==> src/hw/rtl/bfr_queue.sv <==
`default_nettype none

module bfr_queue #(
   parameter int WIDTH = 8,
   parameter int DEPTH = 2
) (
   input  wire logic             clock,
   input  wire logic             reset,
   input  wire logic             push,
   input  wire logic [WIDTH-1:0] push_data,
   output logic                  full,
   input  wire logic             pop,
   output logic [WIDTH-1:0]      pop_data,
   output logic                  empty
);

   localparam int PTR_W = (DEPTH > 1) ? $clog2(DEPTH) : 1;
   localparam logic [PTR_W-1:0] LAST_SLOT = PTR_W'(DEPTH - 1);

   logic [WIDTH-1:0] entries_ff [DEPTH];
   logic [PTR_W-1:0] wr_ptr_ff, wr_ptr_in;
   logic [PTR_W-1:0] rd_ptr_ff, rd_ptr_in;
   logic [PTR_W:0]   fill_ff, fill_in;
   logic             do_push;
   logic             do_pop;

   assign full     = fill_ff == (PTR_W + 1)'(DEPTH);
   assign empty    = fill_ff == '0;
   assign pop_data = entries_ff[rd_ptr_ff];
   assign do_push  = push && !full;
   assign do_pop   = pop && !empty;

   always_comb begin
      wr_ptr_in = wr_ptr_ff;
      rd_ptr_in = rd_ptr_ff;
      fill_in   = fill_ff;
      if (do_push) begin
         wr_ptr_in = (wr_ptr_ff == LAST_SLOT) ? '0 : wr_ptr_ff + 1'b1;
      end
      if (do_pop) begin
         rd_ptr_in = (rd_ptr_ff == LAST_SLOT) ? '0 : rd_ptr_ff + 1'b1;
      end
      if (do_push && !do_pop) begin
         fill_in = fill_ff + 1'b1;
      end else if (do_pop && !do_push) begin
         fill_in = fill_ff - 1'b1;
      end
   end

   always_ff @(posedge clock) begin
      if (reset) begin
         wr_ptr_ff <= '0;
         rd_ptr_ff <= '0;
         fill_ff   <= '0;
      end else begin
         wr_ptr_ff <= wr_ptr_in;
         rd_ptr_ff <= rd_ptr_in;
         fill_ff   <= fill_in;
      end
      if (do_push) begin
         entries_ff[wr_ptr_ff] <= push_data;
      end
   end

endmodule

`default_nettype wire

==> config.mk <==
export PLATFORM = sky130hd
export DESIGN_NAME = bfr_queue
export DESIGN_NICKNAME = d
export VERILOG_FILES = /design/src/hw/rtl/bfr_queue.sv
export SDC_FILE = /design/constraint.sdc
export NUM_CORES = 1
export LEC_CHECK = 0
export ABC_AREA = 1
export BUFFER_PORTS_ARGS = -buffer_cell sky130_fd_sc_hd__buf_2
export CAP_MARGIN = 30
export CORE_AREA = 10 10 58 60
export CTS_CLUSTER_SIZE = 20
export DETAILED_ROUTE_END_ITERATION = 16
export DIE_AREA = 0 0 68 70
export SYNTH_ARGS = -nofsm -noshare
export SYNTH_HDL_FRONTEND = slang
export SYNTH_SLANG_ARGS = --single-unit
==> constraint.sdc <==
create_clock -name clock -period 4.7 [get_ports clock]
set_clock_uncertainty 0.2 [all_clocks]
set_input_delay 0.94 -clock clock [delete_from_list [all_inputs] [get_ports clock]]
set_output_delay 0.94 -clock clock [all_outputs]
set_load 0.03 [all_outputs]
# After elaboration in Yosys (flattened, before gate mapping)
# Memories as Yosys holds them, arrays and structs flattened. A register that Yosys moved wholly into a read port is not among the register bits.
# Cells that the tools add are included.
[word_totals]
out_inout_bits = 10
n_memories = 1
ff_bits = 4
mem_bits_rw = 16
inputBits = 12
[classes]
n_addsub = 4
n_reduce_logical = 10
muxes = 8
n_eq_ne = 1
[mem_list]
columns = ["memory", "depth", "word_bits", "rd", "rd_clocked_by_memory_dff", "write_ports", "line_no", "text"]
rows = [
  ["entries_ff", 2, 8, 1, 1, 1, "20", "logic [WIDTH-1:0] entries_ff [DEPTH];"],
]
[op_table]
columns = ["op", "count"]
rows = [
  ["$mux W1", 6],
  ["$logic_and A1 B1 Y1", 4],
  ["$logic_not A1 Y1", 4],
  ["$mux W2", 2],
  ["$add A1 B1 Y1 const B", 2],
  ["$add A2 B1 Y2 const B", 1],
  ["$eq A2 B2 Y1 const B", 1],
  ["$logic_not A2 Y1", 1],
  ["$reduce_bool A2 Y1", 1],
  ["$sub A2 B1 Y2 const B", 1],
]

# Longest topological paths before layout
[depth]
ltp_word = 7
mapped_depth = 10

# Worst setup path before layout
# No wires, ideal clock.
[synth_timing]
path_type = "reg-to-output"
start = "register (tool-made name)"
end = "output port pop_data[0]"
t_arrival_ns = 0.880
slack_ns = 2.680
stages_incl_launch_ff = 3
cell_sequence = "dfxtp_1 -> buf_2 -> mux2_2"
[synth_rtl]
columns = ["item", "line_no", "text"]
rows = [
  ["end: declaration", "13", "output logic [WIDTH-1:0] pop_data,"],
]

==> metrics.yaml <==
timing:
  fin_crit_ps: 2540
  setup_viol: 0
  hold_violations: 0
  max_clock_freq_mhz: 394
  setup_tns_ps: 0
  period_share_pct: 54.1
  worst_slack_ps: 2160
  rsz0062_at_grt: "no"
  worst_pin_slew_ps: 704
  slew-limit-headroom_pct: 52.9
  maxSlewViolCount: 0
critical_path:
  crit_cells: 2
  crit_slowest_cell: "dfxtp_1"
  slowest_delay_ps: 550
  cp-start-kind: "flip-flop"
  r2r_cells: 2
  required_ps: 3560
  crit_fanout: 8
  path_delay_family: "flip-flops"
  worst_ep_arrival_time_ps: 1400
  cp_cell_sequence: "mux2_2 > buf_2"
  crit_buf_inv: 1
  path_class: "flip-flop to output pin"
  crit_path_end_kind: "output pin"
clocking:
  postCtsSetupRepairBufs: 0
  ctsRootBufferMaster: "clkbuf_4"
  cts_hold_buffers: 0
  insertion_delay_ps: 290
  path_clk_slew_ps: 110
  cts_made_buffers: 3
  clockBufferDepth: 2
  ctsResizeCount: 0
  clock-sinks: 21
  tritoncts: "done"
  cts_max_level: 1
die:
  row_count: 18
  dieArea_um2: 4760
  chipWidth_um: 68
  core_um2: 2340
  die_h_um: 70
  boundaryPins: 22
  start_util_pct: 35.4
route:
  avgViaCountPerCell: 4.43
  route.vias.total: 514
  dr.pass1.iters: 2
  drc_errors: 0
  ant_nets: 0
  drt-total-wl_um: 1420
  dr.first_iter.drc_count: 7
  wl_per_cell_um: 12.2
job:
  drv_cap: 0
yosys:
  synth_fp_nets: 75
  synth.avg_cell_area_um2: 13.4
  yosys.area_share.simple_pct: 8.31
  yosysWarnings: 0
  synth_area_um2: 828
  netlist_instances: 62
  synth_compound_area_share_pct: 4.53
  synthXorXnorAreaFrac_pct: 0
  synth_top_family_by_area: "multiplexers"
  ys_types: 16
  ys_ff_latch: 21
  yosys.area_share.adder_pct: 1.51
  synth_seq_area_share_pct: 70.1
  synth.mux.area_fraction_pct: 10.9
min_path:
  min_path_cells: 2
  hold_path_class: "flip-flop to flip-flop"
place:
  pre_cts_slack_ps: 2430
  dpl_cell_area_um2: 966
  port_buffers: 21
  gp_congestion: 0.705
  hpwlAfterDp_um: 1080
power_and_ir_drop:
  p_leak_nw: 0.406
  power_frac_clock_pct: 15.2
  ir_drop_mv: 0.264
  intPower_uw: 341
  power_density_nw_per_um2: 544
  switchingPower_uw: 199
  power.total_uw: 540
  power_frac_comb_pct: 36.1
  sequentialPowerShare_pct: 48.7
  p_sw_share_pct: 36.9
global_routing:
  grt_max_degree: 12
  grt_pass1_vias: 541
  grt_usage_pct: 6.48
  antenna_found_initial: 0
  grt_pass1_wl_um: 2350
  grt-ovfl-total: 0
layout:
  layout.nets: 100
  final_cell_mix: "21 x buf_2, 16 x edfxtp_1, 9 x nor2_1, 8 x mux2_2, 7 x inv_1"
  post-route-cell-area_um2: 992
  areaGrowthSynthToFinish_pct: 19.8
  drive_gt1_share_pct: 43.0
  post-route-util_pct: 42.4
  n_antenna_cell: 0
  layout_commonest_cell: "buf_2"
status:
  outcome: "finished, final reports clean"
==> power by group through the flow <==
| stage | Sequential, mW | Combinational, mW | Clock [mW] |
|---|---|---|---|
| after floorplan | 0.256 | 0.159 | 0 |
| after global placement | 0.268 | 0.196 | 0 |
| after detailed placement | 0.268 | 0.199 | 0 |
| after CTS | 0.264 | 0.199 | 0.0869 |
| after global routing | 0.270 | 0.220 | 0.0947 |
| final | 0.263 | 0.195 | 0.0822 |
==> cell type report <==
| type | instances | area [um^2] |
|---|---|---|
| flip-flops and latches | 21 | 581 |
| fillers | 240 | 1350 |
| multi-input cells | 31 | 209 |
| clock buffers | 4 | 26.3 |
| repair buffers | 21 | 105 |
| inverters | 9 | 33.8 |
| well taps | 30 | 37.5 |
==> Yosys cell counts (all sizes together) <==
master | instances | area [um^2]
a21oi | 1 | 5.00
and2 | 1 | 8.76
buf | 1 | 5.00
dfxtp | 5 | 100
edfxtp | 16 | 480
ha | 1 | 12.5
inv | 9 | 33.8
mux2 | 8 | 90.1
nand2 | 4 | 15.0
nand3 | 1 | 5.00
nand4 | 1 | 6.26
nor2 | 9 | 33.8
o21ai | 5 | 32.5
==> path summary, 6_finish.rpt <==
| check | from | end | slack, ps |
|---|---|---|---|
| hold / removal | wr_ptr_ff | wr_ptr_ff | 320 |
| setup reg to reg | fill_ff[0] | entries_ff[1][6] | 2940 |
| hold reg to reg | wr_ptr_ff | wr_ptr_ff | 320 |
| setup / recovery | flip-flop | pop_data[5] | 2160 |
==> flip-flops by register name, indices dropped and copies added, names as in the netlist, named ones only <==
name / cells
wr_ptr_ff: 1
rd_ptr_ff: 1
entries_ff: 16
fill_ff: 2
==> per-stage QoR <==
stage	instances	hold slack [ps]
6_report	116	319
2_1_floorplan	62	274
5_1_grt	116	334
3_3_place_gp	112	289
4_1_cts	116	315
3_5_place_dp	112	301
==> tightest hold or removal path, cell delays in order (launching register included) <==
cell and delay (ps):
dfxtp_1 330, nor2_1 100, nor2_1 50
==> logic make-up (layout without fill, tap and decap cells) <==
| kind of cell | after synthesis | in the layout |
|---|---|---|
| flops | 21 | 21 |
| simple gates | 16 | 16 |
| buf+inv | 10 | 34 |
| mux | 8 | 8 |
| compound gates | 6 | 6 |
| fa+ha+maj | 1 | 1 |
==> per-layer routing <==
metal | track usage (%) | routed length (um) | part of all wire (%)
met1 | 6.52 | 599 | 42
met2 | 10.6 | 669 | 47
met3 | 2.71 | 121 | 8.5
met4 | 4.03 | 26 | 1.8
met5 | 0 | 0 | 0
(Power assumes the default switching activity.)
