### config.mk
export PLATFORM = sky130hd
export DESIGN_NAME = bfr_front_flat
export DESIGN_NICKNAME = d
export VERILOG_FILES = /design/src/hw/rtl/bfr_pkg.sv /design/src/hw/rtl/bfr_if.sv /design/src/hw/rtl/bfr_front.sv /design/src/flat_wrapper.sv
export SDC_FILE = /design/constraint.sdc
export NUM_CORES = 1
export LEC_CHECK = 0
export BUFFER_PORTS_ARGS = -buffer_cell sky130_fd_sc_hd__buf_2
export CORE_MARGIN = 1
export CORE_UTILIZATION = 50
export CTS_CLUSTER_SIZE = 20
export DETAILED_ROUTE_END_ITERATION = 8
export HOLD_SLACK_MARGIN = 0.02
export PLACE_DENSITY = 0.86
export SETUP_SLACK_MARGIN = 0.4
export SLEW_MARGIN = 40
export SYNTH_ARGS = -nofsm -noshare
export SYNTH_HDL_FRONTEND = slang
export SYNTH_SLANG_ARGS = --single-unit
### constraint.sdc
create_clock -name clock -period 42.1 [get_ports clock]
set_clock_uncertainty 0.15 [all_clocks]
set_input_delay 8.42 -clock clock [delete_from_list [all_inputs] [get_ports clock]]
set_output_delay 8.42 -clock clock [all_outputs]
set_load 0.1 [all_outputs]
### src/hw/rtl/bfr_pkg.sv
`default_nettype none

package bfr_pkg;

   // Command codes of the request channel.
   localparam logic [1:0] CMD_CLEAR = 2'd0;
   localparam logic [1:0] CMD_FRAG  = 2'd1;
   localparam logic [1:0] CMD_READ  = 2'd2;

   // Status codes of the response channel.
   localparam logic [1:0] ST_INCOMPLETE = 2'd0;
   localparam logic [1:0] ST_COMPLETE   = 2'd1;
   localparam logic [1:0] ST_REJECTED   = 2'd2;
   localparam logic [1:0] ST_DONE       = 2'd3;

   typedef struct packed {
      logic [1:0]  command;
      logic        is_fragment;
      logic [63:0] source_id;
      logic [63:0] ctime_ms;
      logic [63:0] creation_seq;
      logic [31:0] total_length;
      logic [31:0] frag_offset;
      logic [12:0] fragment_length;
      logic [11:0] byte_position;
      logic [7:0]  data_byte;
      logic        has_byte;
      logic [11:0] read_index;
   } bfr_req_type;

   typedef struct packed {
      logic [1:0]  status;
      logic [7:0]  read_data;
      logic [12:0] received_count;
   } bfr_rsp_type;

   // Operation handed from the classifier to the execution stage.
   typedef enum logic [2:0] {
      OP_CLEAR  = 3'd0,
      OP_READ   = 3'd1,
      OP_WRITE  = 3'd2,
      OP_CHECK  = 3'd3,
      OP_REJECT = 3'd4
   } bfr_op_kind_type;

   typedef struct packed {
      bfr_op_kind_type kind;
      logic [7:0]      data_byte;
      logic            in_range;
      logic [31:0]     total;
   } bfr_op_type;

endpackage

`default_nettype wire

### src/hw/rtl/bfr_if.sv
`default_nettype none

interface bfr_req_if;
   import bfr_pkg::*;

   logic        valid;
   logic        ready;
   bfr_req_type payload;

   modport source (output valid, output payload, input ready);
   modport sink (input valid, input payload, output ready);
endinterface


`default_nettype wire

### src/hw/rtl/bfr_front.sv
`default_nettype none

module bfr_front #(
   parameter int MAX_PAYLOAD = 4096,
   parameter int AW = 12
) (
   input  wire logic               clock,
   input  wire logic               reset,
   bfr_req_if.sink                 req,
   input  wire logic               queue_full,
   input  wire logic               sweep_busy,
   output logic                    push,
   output bfr_pkg::bfr_op_type     push_op,
   output logic [AW-1:0]           push_addr
);
   import bfr_pkg::*;

   logic        active_ff, active_in;
   logic [63:0] src_ff, src_in;
   logic [63:0] time_ff, time_in;
   logic [63:0] seq_ff, seq_in;
   logic [31:0] total_ff, total_in;

   logic [31:0] total_eff;
   logic        mismatch;
   logic [32:0] frag_end;
   logic        overrun;
   logic        byte_present;
   logic        pos_bad;
   logic [31:0] addr_wide;

   assign req.ready = !queue_full && !sweep_busy;
   assign push      = req.valid && req.ready;

   // A context that is not yet open takes this header, so it always matches.
   assign total_eff = active_ff ? total_ff : req.payload.total_length;
   assign mismatch  = active_ff && ((src_ff != req.payload.source_id) ||
                                    (time_ff != req.payload.ctime_ms) ||
                                    (seq_ff != req.payload.creation_seq) ||
                                    (total_ff != req.payload.total_length));
   assign frag_end  = {1'b0, req.payload.frag_offset} +
                      33'(req.payload.fragment_length);
   assign overrun   = (frag_end > {1'b0, total_eff}) ||
                      (frag_end > 33'(MAX_PAYLOAD));
   assign byte_present = req.payload.has_byte && (req.payload.fragment_length != 13'd0);
   assign pos_bad   = byte_present &&
                      (13'(req.payload.byte_position) >= req.payload.fragment_length);

   always_comb begin
      push_op.kind      = OP_REJECT;
      push_op.data_byte = req.payload.data_byte;
      push_op.in_range  = 1'b0;
      push_op.total     = total_eff;
      addr_wide         = req.payload.frag_offset + 32'(req.payload.byte_position);
      unique case (req.payload.command)
         CMD_CLEAR: begin
            push_op.kind = OP_CLEAR;
         end
         CMD_READ: begin
            push_op.kind     = OP_READ;
            addr_wide        = 32'(req.payload.read_index);
            push_op.in_range = addr_wide < 32'(MAX_PAYLOAD);
         end
         CMD_FRAG: begin
            if (!req.payload.is_fragment || mismatch || overrun || pos_bad) begin
               push_op.kind = OP_REJECT;
            end else if (byte_present) begin
               push_op.kind = OP_WRITE;
            end else begin
               push_op.kind = OP_CHECK;
            end
         end
         default: begin
            push_op.kind = OP_REJECT;
         end
      endcase
      push_addr = addr_wide[AW-1:0];
   end

   always_comb begin
      active_in = active_ff;
      src_in    = src_ff;
      time_in   = time_ff;
      seq_in    = seq_ff;
      total_in  = total_ff;
      if (push) begin
         if (req.payload.command == CMD_CLEAR) begin
            active_in = 1'b0;
         end else if (req.payload.command == CMD_FRAG && req.payload.is_fragment &&
                      !active_ff) begin
            // The context opens even when this byte is then rejected.
            active_in = 1'b1;
            src_in    = req.payload.source_id;
            time_in   = req.payload.ctime_ms;
            seq_in    = req.payload.creation_seq;
            total_in  = req.payload.total_length;
         end
      end
   end

   always_ff @(posedge clock) begin
      if (reset) begin
         active_ff <= 1'b0;
      end else begin
         active_ff <= active_in;
      end
      src_ff   <= src_in;
      time_ff  <= time_in;
      seq_ff   <= seq_in;
      total_ff <= total_in;
   end

endmodule

`default_nettype wire

### src/flat_wrapper.sv
// flat-port wrapper written by rule: the top's interface ports become plain ports
module bfr_front_flat import bfr_pkg::*;
#(
   parameter int MAX_PAYLOAD = 4096,
   parameter int AW = 12
)
  (clock, reset, queue_full, sweep_busy, push, push_op, push_addr, req_valid, req_payload, req_ready);
  bfr_req_if req_i ();
  input  wire logic clock;
  input  wire logic reset;
  input  wire logic queue_full;
  input  wire logic sweep_busy;
  output logic push;
  output bfr_pkg::bfr_op_type push_op;
  output logic [AW-1:0] push_addr;
  input wire logic [$bits(req_i.valid)-1:0] req_valid;
  input wire logic [$bits(req_i.payload)-1:0] req_payload;
  output wire logic [$bits(req_i.ready)-1:0] req_ready;
  assign req_i.valid = req_valid;
  assign req_i.payload = req_payload;
  assign req_ready = req_i.ready;
  bfr_front #(.MAX_PAYLOAD(MAX_PAYLOAD), .AW(AW)) u_core (.clock(clock), .reset(reset), .req(req_i), .queue_full(queue_full), .sweep_busy(sweep_busy), .push(push), .push_op(push_op), .push_addr(push_addr));
endmodule
Word-level counts from Yosys, hierarchy flattened:

Cells that the tools add are included.

* input port bits: 310
* word-level logic and storage cells: 48
* bits in registers: 225

* equal/unequal tests: 6
* $add $sub $neg: 2
* reductions and logical operators: 23
* muxes and demuxes: 8
* bitwise gates (word level): 1
* magnitude comparators: 3

Operators with widths (count)
* inequality test 64 bit: 3
* adder 32 x 13 -> 33 bit: 1
* > comparator 33 x 13 -> 1 bit, second input constant: 1
* > comparator 33 x 32 -> 1 bit: 1
* 2-to-1 mux 32 bit: 1
* inequality test 32 bit: 1
* greater-or-equal comparator 12 x 13 -> 1 bit: 1
* nonzero test 13 bit: 1
* adder 12 bit: 1
* 2-to-1 mux 12 bit: 1
* case mux 3 bit (3 select lines): 1
* logical AND 1 bit: 7
* logical OR 1 bit: 7
* zero test 1 bit: 4
* 2-to-1 mux 1 bit: 4
* 2-to-1 mux 3 bit: 1
* AND reduction 3 bit: 1
* equality test 2 x 1 -> 1 bit, second input constant: 1
* equality test 2 bit, second input constant: 1
* zero test 2 bit: 1
* AND reduction 2 bit: 1
* nonzero test 2 bit: 1
* inverter 1 bit: 1

Longest topological paths before layout:

* depth after elaboration: 10
* gate-level depth with buffers: 20

Worst setup path after synthesis:

OpenSTA, ideal clock, no wires.

* path type: input to register
* start point: input port sweep_busy
* end point: register u_core.seq_ff[0] (enable)
* required time: 40.583 ns
* path buffers: 0
* slack: 8.790 ns
* arrival time: 31.794 ns
* stages: 3
* path through: nor2_1 -> and2_1 -> nor4bb_1

* longest elaborated chain between the ends: 4

RTL lines
* start, declared: line flat_wrapper.sv:12 `input wire logic sweep_busy;`
* zero test 1 bit: line bfr_front.sv:32 `assign req.ready = !queue_full && !sweep_busy;`
* logical AND 1 bit: line bfr_front.sv:32
* logical AND 1 bit: line bfr_front.sv:33 `assign push = req.valid && req.ready;`
* named net push: line flat_wrapper.sv:13 `output logic push;`
* AND reduction 3 bit (no source line)
* end signal, assigned: line bfr_front.sv:109 `seq_ff <= seq_in;`
* end, declared: line bfr_front.sv:21 `logic [63:0] seq_ff, seq_in;`

The timed path passes the listed nets, and every way through them passes these cells.
A chain may end at the register's enable or synchronous reset.

==> reports/results.txt <==
status -> complete, no violations
min cycle time layout -> 22.19 ns
register area share after synthesis -> 52.7%
R2R cell count -> 4
most common cell in the netlist -> edfxtp_1
Max Cap Viol -> 0
Cell Area, Synth -> 0.0128 mm²
Slew @ Worst Pin -> 0.816 ns
Hold Path Class -> reg -> reg
unrepaired setup endpoints after global routing -> no
# IOs -> 368
Die Y -> 162 µm
# rows -> 58
syn_nets -> 1435
part of the cycle the worst path needs -> 52.7%
r2r endpoint -> u_core.time_ff[12]
Die Span X -> 162 µm
Initial Util -> 50.9%
CTS max path bufs -> 3
Layout Nets -> 1797
list of most frequent post-synthesis cells -> 224 x edfxtp_1, 130 x xnor2_1, 113 x xor2_1
FF+latch count, synth -> 225
Yosys top cell area share -> 52.5%
via/cell ratio -> 5.45
synth-to-layout area growth -> 22.7%
crit start category -> input port
area of the die -> 0.0263 mm²
top post-synthesis cells by area -> edfxtp_1 53%, xnor2_1 8.9%, xor2_1 7.7%
Placed Instances -> 1720
DR pass1 iterations -> 5
CTS HTree Levels -> 1
Routed WL -> 34300 µm
f_max -> 45.1 MHz
worst-path maximum fanout -> 12
largest net degree at the start of global routing -> 88
Hold-fix buffers, CTS -> 0
final non-filler cell total -> 1765
initial antenna violation count -> 5
post-route ant nets -> 0
Yosys top cell by area -> edfxtp_1
total gr overflow -> 0
yosys warns -> 0
core area -> 0.0252 mm²
PortBufs -> 351
Final Max Tran Viols -> 0
vias in the first global route -> 9793
CTS tree -> done
Leak -> 6.23 nW
CTS root buf -> clkbuf_16
setup TNS -> 0 ns
later-pin clock latency in the skew report -> 0.50 ns
Hold Path Depth -> 3
layout cell share with drive strength beyond 1 -> 27.8%
DRC viols -> 0
FF-to-FF setup slack -> 39.12 ns
Crit. End Element -> primary output
# clock sinks -> 225
GP Congestion -> 0.896
Total GRT Usage -> 25.6%
top_reg_cell synth -> edfxtp_1
Design Power -> 0.574 mW
Wirelength per Cell -> 19.4 µm
Clock Pin Slew Worst Setup and Hold Paths -> 0.05 ns
Mapped Cells -> 1055
count of cell types in the netlist -> 70
CP required -> 33.53 ns
Worst Setup Path Type -> in -> out
Rel. slew slack -> 45.3%
setup bufs post-CTS -> 0
Resized Gates After CTS -> 0
power per standard cell area -> 36.5 mW/mm²
# setup viols final -> 0
initial drt markers -> 770
Max rail drop VDD -> 0.0000268 V
syn_area_per_cell -> 12.1 µm²
Post-DP HPWL -> 27900 µm
Worst Path Arrival -> 13.62 ns
routed via count -> 9619
Post-synth EDFFs -> 224
wire length of the first global-routing pass -> 51700 µm
WHS Endpoint -> u_core.active_ff
cts bufs inserted -> 25
worst hold start -> u_core.active_ff
FFs w/ async S/R, synth -> 0%
RR Startpoint -> u_core.active_ff
final hold violations -> 0
-- through the flow --
| stage | area, µm² | setup slack (ns) | hold slack (ns) | util [%] |
|---|---|---|---|---|
| floorplan | 12800 | 8.79 | 0.893 | - |
| global placement | 14900 | 19.72 | 0.956 | 59.2 |
| detailed placement | 14900 | 19.96 | 0.963 | 59.3 |
| CTS | 15700 | 19.93 | 0.976 | 62.4 |
| global route | 15700 | 19.44 | 1.03 | 62.4 |
| finish | 15700 | 19.91 | 0.969 | 62.4 |
-- how the worst max path moves through the flow --
stage                         start          endpoint  slack (ns)  cells past startpoint
global placement    req_payload[33]       push_op[42]       19.72                     21
detailed placement  req_payload[33]       push_op[42]       19.96                     21
global route        req_payload[43]       push_op[42]       19.44                     18
finish              req_payload[33]       push_op[42]       19.91                     21
floorplan                sweep_busy  u_core.seq_ff[0]        8.79                      3
CTS                 req_payload[33]       push_op[42]       19.93                     21
-- registers in the layout, summed over array words and instances (netlist names) --
register          count
u_core.src_ff        64
u_core.active_ff      1
u_core.total_ff      32
u_core.time_ff       64
u_core.seq_ff        64
-- power breakdown --
group | internal [mW] | switching (mW)
combinational | 0.0378 | 0.0747
clock | 0.127 | 0.0848
sequential | 0.248 | 0.000798
-- worst max-delay path: stages --
cell and delay (ns):
buf_2 0.11, ha_1 0.20, inv_1 0.07, fa_1 0.41, nor2b_1 0.21, o221a_2 0.26
o211ai_1 0.17, a21oi_2 0.50, nand4_1 0.18, xnor2_1 0.25, ha_1 0.29, a21o_1 0.16
a21oi_1 0.15, o21ai_0 0.10, a2111o_1 0.40, a211o_1 0.27, a221oi_1 0.24, nor4bb_1 0.24
nand4_1 0.26, nor3b_1 0.26, buf_2 0.46
-- cell families (layout without fill, tap and decap cells) --
| logic type | Yosys count | count (layout) | synth area share (%) |
|---|---|---|---|
| xor+xnor | 243 | 243 | 16.6 |
| compound gates | 140 | 140 | 7.51 |
| fa+ha+maj | 70 | 70 | 6.95 |
| simple gates | 246 | 246 | 10.5 |
| buf+inv | 98 | 476 | 3.17 |
| flops | 225 | 225 | 52.7 |
| other cells | 0 | 2 | 0 |
| mux | 33 | 33 | 2.59 |
-- layout make-up --
type / count / area, µm²
tap: 330 / 413
sequential: 225 / 6750
clock inverter: 11 / 135
antenna: 2 / 5.00
inverter: 77 / 290
timing repair buffer: 356 / 1800
clock buffer: 32 / 652
fill: 1985 / 9460
multi-input combinational: 732 / 5680
-- layout by cell type (no fill, tap or decap), types with 11 or more instances in the layout --
master / n
buf_2: 351
edfxtp_1: 224
xnor2_1: 130
xor2_1: 113
inv_1: 72
ha_1: 68
nand4_1: 46
nand2_1: 41
nor2_1: 40
nor4_1: 40
a21oi_1: 32
mux2i_1: 32
clkbuf_16: 25
nand2b_1: 17
o21ai_0: 13
a211oi_1: 11
-- layer usage --
metal	up-vias	part of all wire, %	GRT usage [%]
li1	4618	-	-
met1	4553	40	30.4
met2	364	51	46.1
met3	80	6.2	4.60
met4	4	3.2	9.26
met5	-	0.079	0
(Power assumes the default switching activity.)
